$ cat config.mk
export PLATFORM = sky130hd
export DESIGN_NAME = sliding_window_hit_voter_top
export DESIGN_NICKNAME = d
export VERILOG_FILES = /design/src/rtl/swhv_pkg.sv /design/src/rtl/swhv_ram.sv /design/src/rtl/sliding_window_hit_voter_top.sv
export SDC_FILE = /design/constraint.sdc
export NUM_CORES = 1
export LEC_CHECK = 0
export ABC_AREA = 1
export BUFFER_PORTS_ARGS = -buffer_cell sky130_fd_sc_hd__buf_2
export CAP_MARGIN = 5
export CORE_ASPECT_RATIO = 0.7
export CORE_MARGIN = 3
export CORE_UTILIZATION = 29
export DETAILED_ROUTE_END_ITERATION = 12
export PLACE_DENSITY = 0.4
export SLEW_MARGIN = 20
export SYNTH_ARGS = -nofsm -noshare
export SYNTH_HDL_FRONTEND = slang
export SYNTH_SLANG_ARGS = --single-unit
$ cat constraint.sdc
create_clock -name clk_i -period 8.24 [get_ports clk_i]
set_input_delay 0.412 -clock clk_i [delete_from_list [all_inputs] [get_ports clk_i]]
set_output_delay 0.412 -clock clk_i [all_outputs]
set_load 0.1 [all_outputs]
$ cat src/rtl/swhv_pkg.sv
// Shared constants for the sliding window hit voter: field widths,
// class, verdict and register codes, and configuration reset values. No dependencies.
package swhv_pkg;

  localparam int KNOWN_DEPTH_DEF   = 4;
  localparam int UNKNOWN_DEPTH_DEF = 8;

  localparam int TIME_W    = 32;
  localparam int CLASS_W   = 2;
  localparam int VERDICT_W = 2;
  localparam int KHITS_W   = 5;
  localparam int UHITS_W   = 7;
  localparam int REG_IDX_W = 2;

  localparam int S_TDATA_W = 2 * TIME_W;
  localparam int M_TDATA_W = VERDICT_W + 2 + KHITS_W + UHITS_W + TIME_W;

  localparam logic [CLASS_W-1:0] CLS_NONE    = 2'd0;
  localparam logic [CLASS_W-1:0] CLS_KNOWN   = 2'd1;
  localparam logic [CLASS_W-1:0] CLS_UNKNOWN = 2'd2;
  localparam logic [CLASS_W-1:0] CLS_DETECT  = 2'd3;

  localparam logic [VERDICT_W-1:0] VERDICT_NONE    = 2'd0;
  localparam logic [VERDICT_W-1:0] VERDICT_KNOWN   = 2'd1;
  localparam logic [VERDICT_W-1:0] VERDICT_UNKNOWN = 2'd2;
  localparam logic [VERDICT_W-1:0] VERDICT_RSVD    = 2'd3;

  localparam logic [REG_IDX_W-1:0] REG_KNOWN_WIN   = 2'd0;
  localparam logic [REG_IDX_W-1:0] REG_UNKNOWN_WIN = 2'd1;
  localparam logic [REG_IDX_W-1:0] REG_IDLE_TMO    = 2'd2;

  localparam logic [TIME_W-1:0] KNOWN_WIN_RST   = 32'd3000;
  localparam logic [TIME_W-1:0] UNKNOWN_WIN_RST = 32'd30000;
  localparam logic [TIME_W-1:0] IDLE_TMO_RST    = 32'd5000;

endpackage

$ cat src/rtl/swhv_ram.sv
// Generic single-write, single-read RAM with a registered read port.
// Read data holds while the read enable is low. No dependencies.
module swhv_ram #(
  parameter int Width = 32,
  parameter int Depth = 4,
  localparam int Aw = (Depth > 1) ? $clog2(Depth) : 1
) (
  input  logic             clk_i,
  input  logic             we_i,
  input  logic [Aw-1:0]    waddr_i,
  input  logic [Width-1:0] wdata_i,
  input  logic             re_i,
  input  logic [Aw-1:0]    raddr_i,
  output logic [Width-1:0] rdata_o
);

  logic [Width-1:0] mem_q [Depth];
  logic [Width-1:0] rdata_q;

  always_ff @(posedge clk_i) begin
    if (we_i) begin
      mem_q[waddr_i] <= wdata_i;
    end
    if (re_i) begin
      rdata_q <= mem_q[raddr_i];
    end
  end

  assign rdata_o = rdata_q;

endmodule

$ cat src/rtl/sliding_window_hit_voter_top.sv
// Sliding window hit voter. A request accepted on s_axis is held in the execute stage,
// then moves to the output register and m_axis. Throughput: one request per cycle
// unless m_axis stalls, set by the single read of each timestamp ring, issued at accept.
// Reset clears counters, flags and last sample time and loads the default windows;
// ring contents are kept, no clearing pass, ready right after reset.
// Uses swhv_pkg and swhv_ram.
module sliding_window_hit_voter_top
  import swhv_pkg::*;
#(
  parameter int KnownDepth   = KNOWN_DEPTH_DEF,
  parameter int UnknownDepth = UNKNOWN_DEPTH_DEF
) (
  input  logic                 clk_i,
  input  logic                 rst_ni,
  input  logic                 s_axis_tvalid,
  output logic                 s_axis_tready,
  // [31:0] sample_time, [63:32] now_ms
  input  logic [S_TDATA_W-1:0] s_axis_tdata,
  // [1:0] face_class
  input  logic [CLASS_W-1:0]   s_axis_tuser,
  output logic                 m_axis_tvalid,
  input  logic                 m_axis_tready,
  // [1:0] verdict, [2] window_active, [3] known_locked, [8:4] known_hits,
  // [15:9] unknown_hits, [47:16] unknown_elapsed_ms
  output logic [M_TDATA_W-1:0] m_axis_tdata,
  input  logic                 cfg_valid_i,
  output logic                 cfg_ready_o,
  input  logic [REG_IDX_W-1:0] cfg_addr_i,
  input  logic [TIME_W-1:0]    cfg_data_i
);

  localparam int KAW = (KnownDepth > 1) ? $clog2(KnownDepth) : 1;
  localparam int UAW = (UnknownDepth > 1) ? $clog2(UnknownDepth) : 1;
  localparam int KCW = $clog2(KnownDepth + 1);
  localparam int UCW = $clog2(UnknownDepth + 1);
  localparam logic [KAW-1:0] KLast = KAW'(KnownDepth - 1);
  localparam logic [UAW-1:0] ULast = UAW'(UnknownDepth - 1);
  localparam logic [KCW-1:0] KFull = KCW'(KnownDepth);
  localparam logic [UCW-1:0] UFull = UCW'(UnknownDepth);

  // configuration
  logic [TIME_W-1:0] known_win_q, unknown_win_q, idle_tmo_q;

  always_ff @(posedge clk_i or negedge rst_ni) begin
    if (!rst_ni) begin
      known_win_q   <= KNOWN_WIN_RST;
      unknown_win_q <= UNKNOWN_WIN_RST;
      idle_tmo_q    <= IDLE_TMO_RST;
    end else if (cfg_valid_i) begin
      case (cfg_addr_i)
        REG_KNOWN_WIN:   known_win_q   <= cfg_data_i;
        REG_UNKNOWN_WIN: unknown_win_q <= cfg_data_i;
        REG_IDLE_TMO:    idle_tmo_q    <= cfg_data_i;
        default: ;
      endcase
    end
  end

  assign cfg_ready_o = 1'b1;

  // vote state
  logic [KAW-1:0]    khead_q, khead_d;
  logic [KCW-1:0]    kcnt_q, kcnt_d;
  logic [UAW-1:0]    uhead_q, uhead_d;
  logic [UCW-1:0]    ucnt_q, ucnt_d;
  logic [TIME_W-1:0] last_sample_q, last_sample_d;
  logic [TIME_W-1:0] last_face_q, last_face_d;
  logic              active_q, active_d;
  logic              locked_q, locked_d;

  // execute stage: request whose ring data is coming out of the RAMs
  logic              b_valid_q, b_valid_d;
  logic [CLASS_W-1:0] b_cls_q;
  logic [TIME_W-1:0] b_sample_q, b_now_q;
  logic [KAW-1:0]    k_raddr_q;
  logic [UAW-1:0]    u_raddr_q;
  logic              kfwd_q, ufwd_q;
  logic [TIME_W-1:0] kfwd_data_q, ufwd_data_q;

  // output register
  logic                 out_valid_q, out_valid_d;
  logic [VERDICT_W-1:0] out_verdict_q;
  logic                 out_active_q, out_locked_q;
  logic [KHITS_W-1:0]   out_khits_q;
  logic [UHITS_W-1:0]   out_uhits_q;
  logic [TIME_W-1:0]    out_elapsed_q;

  logic advance_b, accept;

  assign advance_b     = b_valid_q && (!out_valid_q || m_axis_tready);
  assign s_axis_tready = !b_valid_q || advance_b;
  assign accept        = s_axis_tvalid && s_axis_tready;

  // ring RAMs
  logic              k_we, u_we;
  logic [KAW-1:0]    k_raddr_a;
  logic [UAW-1:0]    u_raddr_a;
  logic [TIME_W-1:0] k_rdata, u_rdata;

  swhv_ram #(.Width(TIME_W), .Depth(KnownDepth)) u_known_ram (
    .clk_i   (clk_i),
    .we_i    (k_we),
    .waddr_i (khead_q),
    .wdata_i (b_now_q),
    .re_i    (accept),
    .raddr_i (k_raddr_a),
    .rdata_o (k_rdata)
  );

  swhv_ram #(.Width(TIME_W), .Depth(UnknownDepth)) u_unknown_ram (
    .clk_i   (clk_i),
    .we_i    (u_we),
    .waddr_i (uhead_q),
    .wdata_i (b_now_q),
    .re_i    (accept),
    .raddr_i (u_raddr_a),
    .rdata_o (u_rdata)
  );

  // execute stage datapath
  logic [KAW-1:0]    khead_inc;
  logic [KCW-1:0]    kcnt_sat;
  logic [UAW-1:0]    uhead_inc;
  logic [UCW-1:0]    ucnt_sat;
  logic [TIME_W-1:0] kstamp, ustamp;
  logic              known_in_win, unk_in_win, idle_hit, u_self;
  logic [VERDICT_W-1:0] verdict;
  logic [TIME_W-1:0] elapsed;

  assign khead_inc = (khead_q == KLast) ? '0 : khead_q + 1'b1;
  assign kcnt_sat  = (kcnt_q == KFull) ? kcnt_q : kcnt_q + 1'b1;
  assign uhead_inc = (uhead_q == ULast) ? '0 : uhead_q + 1'b1;
  assign ucnt_sat  = (ucnt_q == UFull) ? ucnt_q : ucnt_q + 1'b1;

  // a single-entry ring reads back the stamp this request writes
  assign kstamp = (k_raddr_q == khead_q) ? b_now_q : (kfwd_q ? kfwd_data_q : k_rdata);
  assign u_self = (b_cls_q == CLS_UNKNOWN || b_cls_q == CLS_DETECT) &&
                  (b_sample_q != last_sample_q) && (u_raddr_q == uhead_q);
  assign ustamp = u_self ? b_now_q : (ufwd_q ? ufwd_data_q : u_rdata);

  assign known_in_win = (b_now_q - kstamp) <= known_win_q;
  assign unk_in_win   = (b_now_q - ustamp) <= unknown_win_q;
  assign idle_hit     = (b_now_q - last_face_q) >= idle_tmo_q;

  always_comb begin
    khead_d       = khead_q;
    kcnt_d        = kcnt_q;
    uhead_d       = uhead_q;
    ucnt_d        = ucnt_q;
    last_sample_d = last_sample_q;
    last_face_d   = last_face_q;
    active_d      = active_q;
    locked_d      = locked_q;
    k_we          = 1'b0;
    u_we          = 1'b0;
    verdict       = VERDICT_NONE;
    if (advance_b && (b_sample_q != last_sample_q)) begin
      last_sample_d = b_sample_q;
      case (b_cls_q)
        CLS_NONE: begin
          if (active_q && idle_hit) begin
            khead_d     = '0;
            kcnt_d      = '0;
            uhead_d     = '0;
            ucnt_d      = '0;
            last_face_d = '0;
            active_d    = 1'b0;
            locked_d    = 1'b0;
          end
        end
        CLS_KNOWN: begin
          last_face_d = b_now_q;
          active_d    = 1'b1;
          if (locked_q) begin
            uhead_d = '0;
            ucnt_d  = '0;
          end else begin
            k_we    = 1'b1;
            khead_d = khead_inc;
            kcnt_d  = kcnt_sat;
            if ((kcnt_sat == KFull) && known_in_win) begin
              locked_d = 1'b1;
              uhead_d  = '0;
              ucnt_d   = '0;
              verdict  = VERDICT_KNOWN;
            end
          end
        end
        CLS_UNKNOWN, CLS_DETECT: begin
          last_face_d = b_now_q;
          active_d    = 1'b1;
          u_we        = 1'b1;
          uhead_d     = uhead_inc;
          ucnt_d      = ucnt_sat;
          if ((ucnt_sat == UFull) && unk_in_win) begin
            khead_d     = '0;
            kcnt_d      = '0;
            uhead_d     = '0;
            ucnt_d      = '0;
            last_face_d = '0;
            active_d    = 1'b0;
            locked_d    = 1'b0;
            verdict     = VERDICT_UNKNOWN;
          end
        end
        default: ;
      endcase
    end
  end

  assign elapsed = (ucnt_d != '0) ? (b_now_q - ustamp) : '0;

  // accept side: read addresses follow the state this request will see
  logic [CLASS_W-1:0] cls_a;
  logic [TIME_W-1:0]  sample_a, now_a;
  logic               unk_a;
  logic [UAW-1:0]     uhead_d_inc;

  assign cls_a       = s_axis_tuser;
  assign sample_a    = s_axis_tdata[TIME_W-1:0];
  assign now_a       = s_axis_tdata[2*TIME_W-1:TIME_W];
  assign unk_a       = (sample_a != last_sample_d) &&
                       (cls_a == CLS_UNKNOWN || cls_a == CLS_DETECT);
  assign uhead_d_inc = (uhead_d == ULast) ? '0 : uhead_d + 1'b1;
  assign k_raddr_a   = (khead_d == KLast) ? '0 : khead_d + 1'b1;

  always_comb begin
    if (unk_a) begin
      // ring full after the write, or about to become full: oldest is next head
      if ((ucnt_d == UFull) || (ucnt_d + 1'b1 == UFull)) begin
        u_raddr_a = uhead_d_inc;
      end else begin
        u_raddr_a = '0;
      end
    end else begin
      u_raddr_a = (ucnt_d == UFull) ? uhead_d : '0;
    end
  end

  assign b_valid_d = accept ? 1'b1 : (advance_b ? 1'b0 : b_valid_q);

  always_ff @(posedge clk_i or negedge rst_ni) begin
    if (!rst_ni) begin
      khead_q       <= '0;
      kcnt_q        <= '0;
      uhead_q       <= '0;
      ucnt_q        <= '0;
      last_sample_q <= '0;
      last_face_q   <= '0;
      active_q      <= 1'b0;
      locked_q      <= 1'b0;
      b_valid_q     <= 1'b0;
      out_valid_q   <= 1'b0;
    end else begin
      khead_q       <= khead_d;
      kcnt_q        <= kcnt_d;
      uhead_q       <= uhead_d;
      ucnt_q        <= ucnt_d;
      last_sample_q <= last_sample_d;
      last_face_q   <= last_face_d;
      active_q      <= active_d;
      locked_q      <= locked_d;
      b_valid_q     <= b_valid_d;
      out_valid_q   <= out_valid_d;
    end
  end

  always_comb begin
    if (advance_b) begin
      out_valid_d = 1'b1;
    end else if (m_axis_tready) begin
      out_valid_d = 1'b0;
    end else begin
      out_valid_d = out_valid_q;
    end
  end

  // payload registers
  always_ff @(posedge clk_i) begin
    if (accept) begin
      b_cls_q     <= cls_a;
      b_sample_q  <= sample_a;
      b_now_q     <= now_a;
      k_raddr_q   <= k_raddr_a;
      u_raddr_q   <= u_raddr_a;
      // bypass the write that lands on the same edge as this read
      kfwd_q      <= k_we && (khead_q == k_raddr_a);
      ufwd_q      <= u_we && (uhead_q == u_raddr_a);
      kfwd_data_q <= b_now_q;
      ufwd_data_q <= b_now_q;
    end
    if (advance_b) begin
      out_verdict_q <= verdict;
      out_active_q  <= active_d;
      out_locked_q  <= locked_d;
      out_khits_q   <= KHITS_W'(kcnt_d);
      out_uhits_q   <= UHITS_W'(ucnt_d);
      out_elapsed_q <= elapsed;
    end
  end

  assign m_axis_tvalid = out_valid_q;
  assign m_axis_tdata  = {out_elapsed_q, out_uhits_q, out_khits_q,
                          out_locked_q, out_active_q, out_verdict_q};

endmodule

==> impl_metrics.ini, run 1 <==
[timing]
period_minus_slack_ns = 7.64
max_freq_ghz = 0.131
skew_ns = 0.0293
period_share = 0.927
slew_violations = 0
timing.final.ws_setup_ns = 0.604
max_slew.worst_pin.slew_ns = 0.903
maxSlewHeadroom = 0.398
rsz0062_at_grt = no
final-setup-viol-count = 0
finalHoldViolCount = 0

[clocking]
insertion_delay_ns = 0.70
postCtsSetupRepairBufs = 0
cts_tree = done
ctsHtreeMaxLevel = 3
cts_buffers = 84
cts_sinks = 772
clk_pin_slew_ns = 0.06
clockBufferDepth = 3
cts_root_buffer = clkbuf_16

[placed_design]
dp_hpwl_um = 85900
io_buffers = 149
place_ws_ns = -0.226
place_congestion = 0.848
placedCellCount = 6286

[outcome]
status = finished clean

[worst_setup_path]
timing.rr.start = khead_q[1]$_DFF_PN0_
crit_start = khead_q[1]$_DFF_PN0_
path_class = reg -> reg
regToRegEndpoint = u_unknown_ram.rdata_o[6]$_DFFE_PP_
ff2ff_setup_slack_ns = 0.60
slowest_stage = dfrtp_1
crit_path_end_kind = flop
critPathArrivalTime_ns = 8.07
critPathLaunchType = flop
critPathCapture = u_unknown_ram.rdata_o[6]$_DFFE_PP_
max_stage_delay_ns = 0.39
required_ns = 8.68
worst-path-max-fanout = 34
cp_common_cell = nand2_1
ff2ff_path_depth = 45

[logic_synthesis]
synthTopCellsByArea = edfxtp_1, dfrtp_1, nand2_1, inv_1, ha_1
async_flop_share = 0.228
ys_types = 47
synth_seq_cells = 772
synthAdderAreaFrac = 0.0643
muxShareOfSynthArea = 0
synth-edff-count = 596
avgSynthCellArea_um2 = 9.36
post-synth-top-count-cell = nand2_1
ys.flop_type = edfxtp_1
synth_xor_area_frac = 0.0262
synth_cells = 4254
synth_top_family_by_area = simple AND/OR/NAND/NOR gates
synth_top_area_frac = 0.449
ys_warn_count = 0
yosysSeqAreaShare = 0.560
synthSimpleGateAreaFrac = 0.179
synth_common_cells = nand2_1, inv_1, edfxtp_1
yosys.area.top_type = edfxtp_1
netlist_area_um2 = 39800
synth_compound_area_frac = 0.0849

[floorplan]
std_cell_rows = 113
die_x_um = 449
die-area_um2 = 142000
initial_core_util = 0.293
die_h_um = 316
core_area_um2 = 136000
ios = 156

[grt]
grt_usage = 0.175
globalRoute.totalOverflow = 0
antenna_found_initial = 1
grt_pass1_wl_um = 188000
grt_max_degree = 84
grt_pass1_vias = 28500

[routing]
drtIter0Drc = 2447
vias = 29800
ant_nets = 0
drt-wirelength-per-cell_um = 19.2
drc_errors = 0
drt_pass1_iterations = 6
routed_via_density = 4.58
wl_um = 125000

[power_and_ir_drop]
p_leak_nw = 21.3
peakVddDrop_mv = 0.201
p_per_area_nw_per_um2 = 348

[final_layout]
seqCellArea_um2 = 22300
syn2layout_area_growth_pct = 20.3
layout-drive-gt1-share = 0.119
multi_input_area_um2 = 14400
final_nets = 4916
nFillCells = 14000
finalNonFillerCells = 6520

[job]
drv_cap = 0

[hold_path]
hold_class = in -> reg
hold_depth = 3
## layout make-up
type	instances	area share
multi-input combinational	2630	0.300
timing repair buffer	426	0.0704
inverter	694	0.0545
sequential	772	0.466
tap	1840	0.0480
clock inverter	46	0.0129
antenna	1	0.0000522
clock buffer	111	0.0483
## power breakdown
group          total [mW]  switching, mW  internal (mW)
registers            5.12          0.254           4.87
logic                7.44           4.84           2.60
clock network        4.10           1.72           2.38
## repair_timing
item | CTS | global route
endpoints found under the setup margin | 33 | 133
pin swaps | 0 | 2
resized for setup | 3 | 31
endpoints found under the hold margin | 159 | 0
hold buffers | 76 | 0
## per-stage QoR
stage	power (mW)	TNS [ns]	instance area [µm²]	hold WS [ns]	util
final	16.7	0	47900	0.0518	0.352
after global routing	17.9	0	47900	0.0480	0.352
after CTS	16.8	0	47900	0.00281	0.352
after detailed placement	12.6	-1.65	44100	0.474	0.325
after global placement	12.6	-1.54	44100	0.467	0.325
after floorplan	9.91	0	39900	0.116	-
## sequential cells by signal (all words and copies together), names as in the netlist, 4 cells and up
name and count:
idle_tmo_q 32, ucnt_q 4, u_known_ram.rdata_o 32, unknown_win_q 32, out_elapsed_q 32, known_win_q 32, out_uhits_q 4, b_sample_q 32
ufwd_data_q 32, u_unknown_ram.mem_q 256, b_now_q 32, u_known_ram.mem_q 128, u_unknown_ram.rdata_o 32, last_sample_q 32, last_face_q 32
## layout by cell type (no fill, tap or decap), types with 8 or more instances in the layout
cell type / n
a21o_1: 12
nand4_1: 17
clkbuf_16: 86
nor2_4: 12
nor2_1: 147
nand2_1: 1006
edfxtp_1: 596
nand3_1: 459
dfstp_2: 19
a31oi_1: 14
nand3b_1: 10
xor2_1: 62
xnor2_1: 56
buf_12: 28
o211ai_1: 61
bufinv_16: 12
o21a_1: 9
nor3_1: 17
o22ai_1: 32
dfrtp_1: 157
buf_4: 173
o21ai_1: 12
inv_2: 9
ha_1: 200
clkbuf_1: 18
inv_1: 683
a21oi_1: 145
o21ai_0: 273
dlygate4sd3_1: 76
clkinv_1: 11
clkinv_2: 13
clkbuf_8: 8
buf_2: 148
## worst max-delay path: cells and delay by family, from the launching register on
kind                       cells  cell delay (ns)
AOI/OAI and AO/OA             12             2.29
and+or+nand+nor               20             2.24
buffers and inverters          8             1.13
adders and majority gates      3             0.88
DFF                            1             0.39
xor gates and xnor gates       2             0.36
## cells by family (layout without fill, tap and decap cells)
logic type,Yosys count,after routing
fa+ha+maj,203,203
compound gates,602,602
flops,772,772
xor+xnor,119,119
simple gates,1700,1700
other cells,2,7
buf+inv,856,1277
## metal layers
layer	vias to the layer above	global-route usage	share of wire
li1	14900	-	-
met3	136	0.0230	0.042
met2	547	0.259	0.42
met4	0	0.0350	0.017
met1	14300	0.272	0.52
met5	-	0	0
## how the worst min path moves through the flow
stage                                 startpoint                       endpoint  slack, ns
floorplan                                 rst_ni             active_q$_DFF_PN0_       0.12
global placement    unknown_win_q[9]$_DFFE_PN0P_   unknown_win_q[9]$_DFFE_PN0P_       0.47
detailed placement    idle_tmo_q[31]$_DFFE_PN0P_     idle_tmo_q[31]$_DFFE_PN0P_       0.47
CTS                               cfg_data_i[11]    known_win_q[11]$_DFFE_PN1P_      0.003
global route                      cfg_data_i[21]     idle_tmo_q[21]$_DFFE_PN0P_       0.05
finish                            cfg_data_i[21]  unknown_win_q[21]$_DFFE_PN0P_       0.05
No activity file was read; power rests on OpenSTA's default activity.
==> run 2, diff against run 1 <==
--- a/config.mk
+++ b/config.mk
@@ -13,6 +13,7 @@
 export CORE_UTILIZATION = 29
 export DETAILED_ROUTE_END_ITERATION = 12
 export PLACE_DENSITY = 0.4
+export RECOVER_POWER = 25
 export SLEW_MARGIN = 20
 export SYNTH_ARGS = -nofsm -noshare
 export SYNTH_HDL_FRONTEND = slang
==> run 2 against run 1 <==
The run now ends with capacitance limit, slew limit left. Critical path type unchanged. Global-route usage unchanged. Clock-buffer cell count did not move. Final area is 0.27% lower.
==> impl_metrics.ini, run 2 (same netlist as run 1, synthesis figures left out) <==
[timing]
max_slew.worst_pin.slew_ns = 5.37
period_share = 0.925
rsz0062_at_grt = no
period_minus_slack_ns = 7.62
tns_ns = 0
skew_ns = 0.0301
final-setup-viol-count = 0
finalHoldViolCount = 0
slew_violations = 298
max_freq_ghz = 0.131
maxSlewHeadroom = -2.58

[final_layout]
final_common_cell = nand2_1
most-common-layout-cells = nand2_1, inv_1, edfxtp_1
top_regs = u_unknown_ram.mem_q (256), u_known_ram.mem_q (128)
syn2layout_area_growth_pct = 20.0
nFillCells = 14100
layout-drive-gt1-share = 0.106
final_nets = 4916
regMostFlops = u_unknown_ram.mem_q
fin_util = 0.351
largest_register_ffs = 256

[worst_setup_path]
crit_path_end_kind = flop
cpLargestDelayFamily = compound AO/OA/AOI/OAI gates
max_stage_delay_ns = 0.39
critPathLaunchType = flop
ff2ff_path_depth = 45
slowest_stage = dfrtp_1
worst-path-max-fanout = 34
cp_common_cell = nand2_1
path_class = reg -> reg
crit_cells = 45
required_ns = 8.68
critical_path_buf_inv_count = 8
critPathArrivalTime_ns = 8.07

[routing]
drt-wirelength-per-cell_um = 19.2
vias = 29900
routed_via_density = 4.58
drtIter0Drc = 2383
ant_nets = 0
drc_errors = 0
wl_um = 125000
drt_pass1_iterations = 5

[floorplan]
initial_core_util = 0.293
die-area_um2 = 142000
die_h_um = 316
die_x_um = 449
core_area_um2 = 136000
std_cell_rows = 113
ios = 156

[placed_design]
place_congestion = 0.848
io_buffers = 149
dp_hpwl_um = 85900

[clocking]
cts_tree = done
cts_root_buffer = clkbuf_16
insertion_delay_ns = 0.70
clk_pin_slew_ns = 0.06
clockBufferDepth = 3
cts_buffers = 84
ctsHtreeMaxLevel = 3
cts_sinks = 772
postCtsSetupRepairBufs = 0

[power_and_ir_drop]
p_per_area_nw_per_um2 = 348
total_power_mw = 16.7
peakVddDrop_mv = 0.201
p_leak_nw = 21.2

[grt]
grt_pass1_vias = 28500
grt_max_degree = 84
grt_usage = 0.175
grt_pass1_wl_um = 188000
globalRoute.totalOverflow = 0
antenna_found_initial = 1

[outcome]
status = finished with violations
violations = capacitance limit, slew limit

[job]
drv_cap = 5

[hold_path]
hold_depth = 3
hold_class = in -> reg
run 2: path summary, 6_finish.rpt:
kind | start | to | slack [ns]
setup / recovery | khead_q[1]$_DFF_PN0_ | u_unknown_ram.rdata_o[2]$_DFFE_PP_ | 0.62
min in group asynchronous | rst_ni | m_axis_tvalid$_DFFE_PN0P_ | 2.22
hold / removal | cfg_data_i[22] | unknown_win_q[22]$_DFFE_PN0P_ | 0.05
hold reg to reg | known_win_q[18]$_DFFE_PN0P_ | known_win_q[18]$_DFFE_PN0P_ | 0.48
setup reg to reg | khead_q[1]$_DFF_PN0_ | u_unknown_ram.rdata_o[2]$_DFFE_PP_ | 0.62
max in group asynchronous | rst_ni | last_face_q[13]$_DFFE_PN0P_ | 2.95
run 2: area by class of cell:
type / count / area [µm²] / area share
repair buffers: 426 / 3250 / 0.0679
inverters: 694 / 2610 / 0.0547
flip-flops and latches: 772 / 22300 / 0.467
multi-input cells: 2630 / 14400 / 0.301
well taps: 1840 / 2300 / 0.0482
diodes: 1 / 2.50 / 0.0000524
clock inverters: 46 / 619 / 0.0130
clock buffers: 111 / 2320 / 0.0485
run 2: where the power goes:
group	switching, mW	total, mW	internal, mW	leakage (nW)
clock network	1.71	4.09	2.38	1.43
registers	0.253	5.12	4.87	7.68
logic	4.85	7.44	2.59	12.0
total	6.82	16.7	9.84	21.2
run 2: worst register-to-register path: cells and delay by family (launching register included):
family          cells  cell delay (ns)
simple gates       20             2.32
compound gates     12             2.29
xor+xnor            2             0.36
flops               1             0.39
fa+ha+maj           3             0.88
buf+inv             8             1.18
run 2: stage by stage:
step	hold WS (ns)	area, µm²	setup WS, ns	std cells
5_1_grt	0.0480	47800	0.00370	6519
3_3_place_gp	0.467	44100	-0.194	6286
4_1_cts	0.00281	47900	0.0282	6519
2_1_floorplan	0.116	39900	1.36	4258
6_report	0.0523	47800	0.616	6520
3_5_place_dp	0.474	44100	-0.226	6286
run 2: metal layers:
metal  global-route usage  up-vias  share of wire
met5                    0        -              0
met4               0.0350        0          0.017
met3               0.0230      137          0.040
met2                0.259      542           0.42
met1                0.272    14300           0.52
li1                     -    14900              -
run 2: timing repair:
action,CTS,global route
gates resized for setup,3,31
endpoints found under the setup margin,33,133
endpoints found under the hold margin,159,0
hold buffers,76,0
pin swaps,0,2
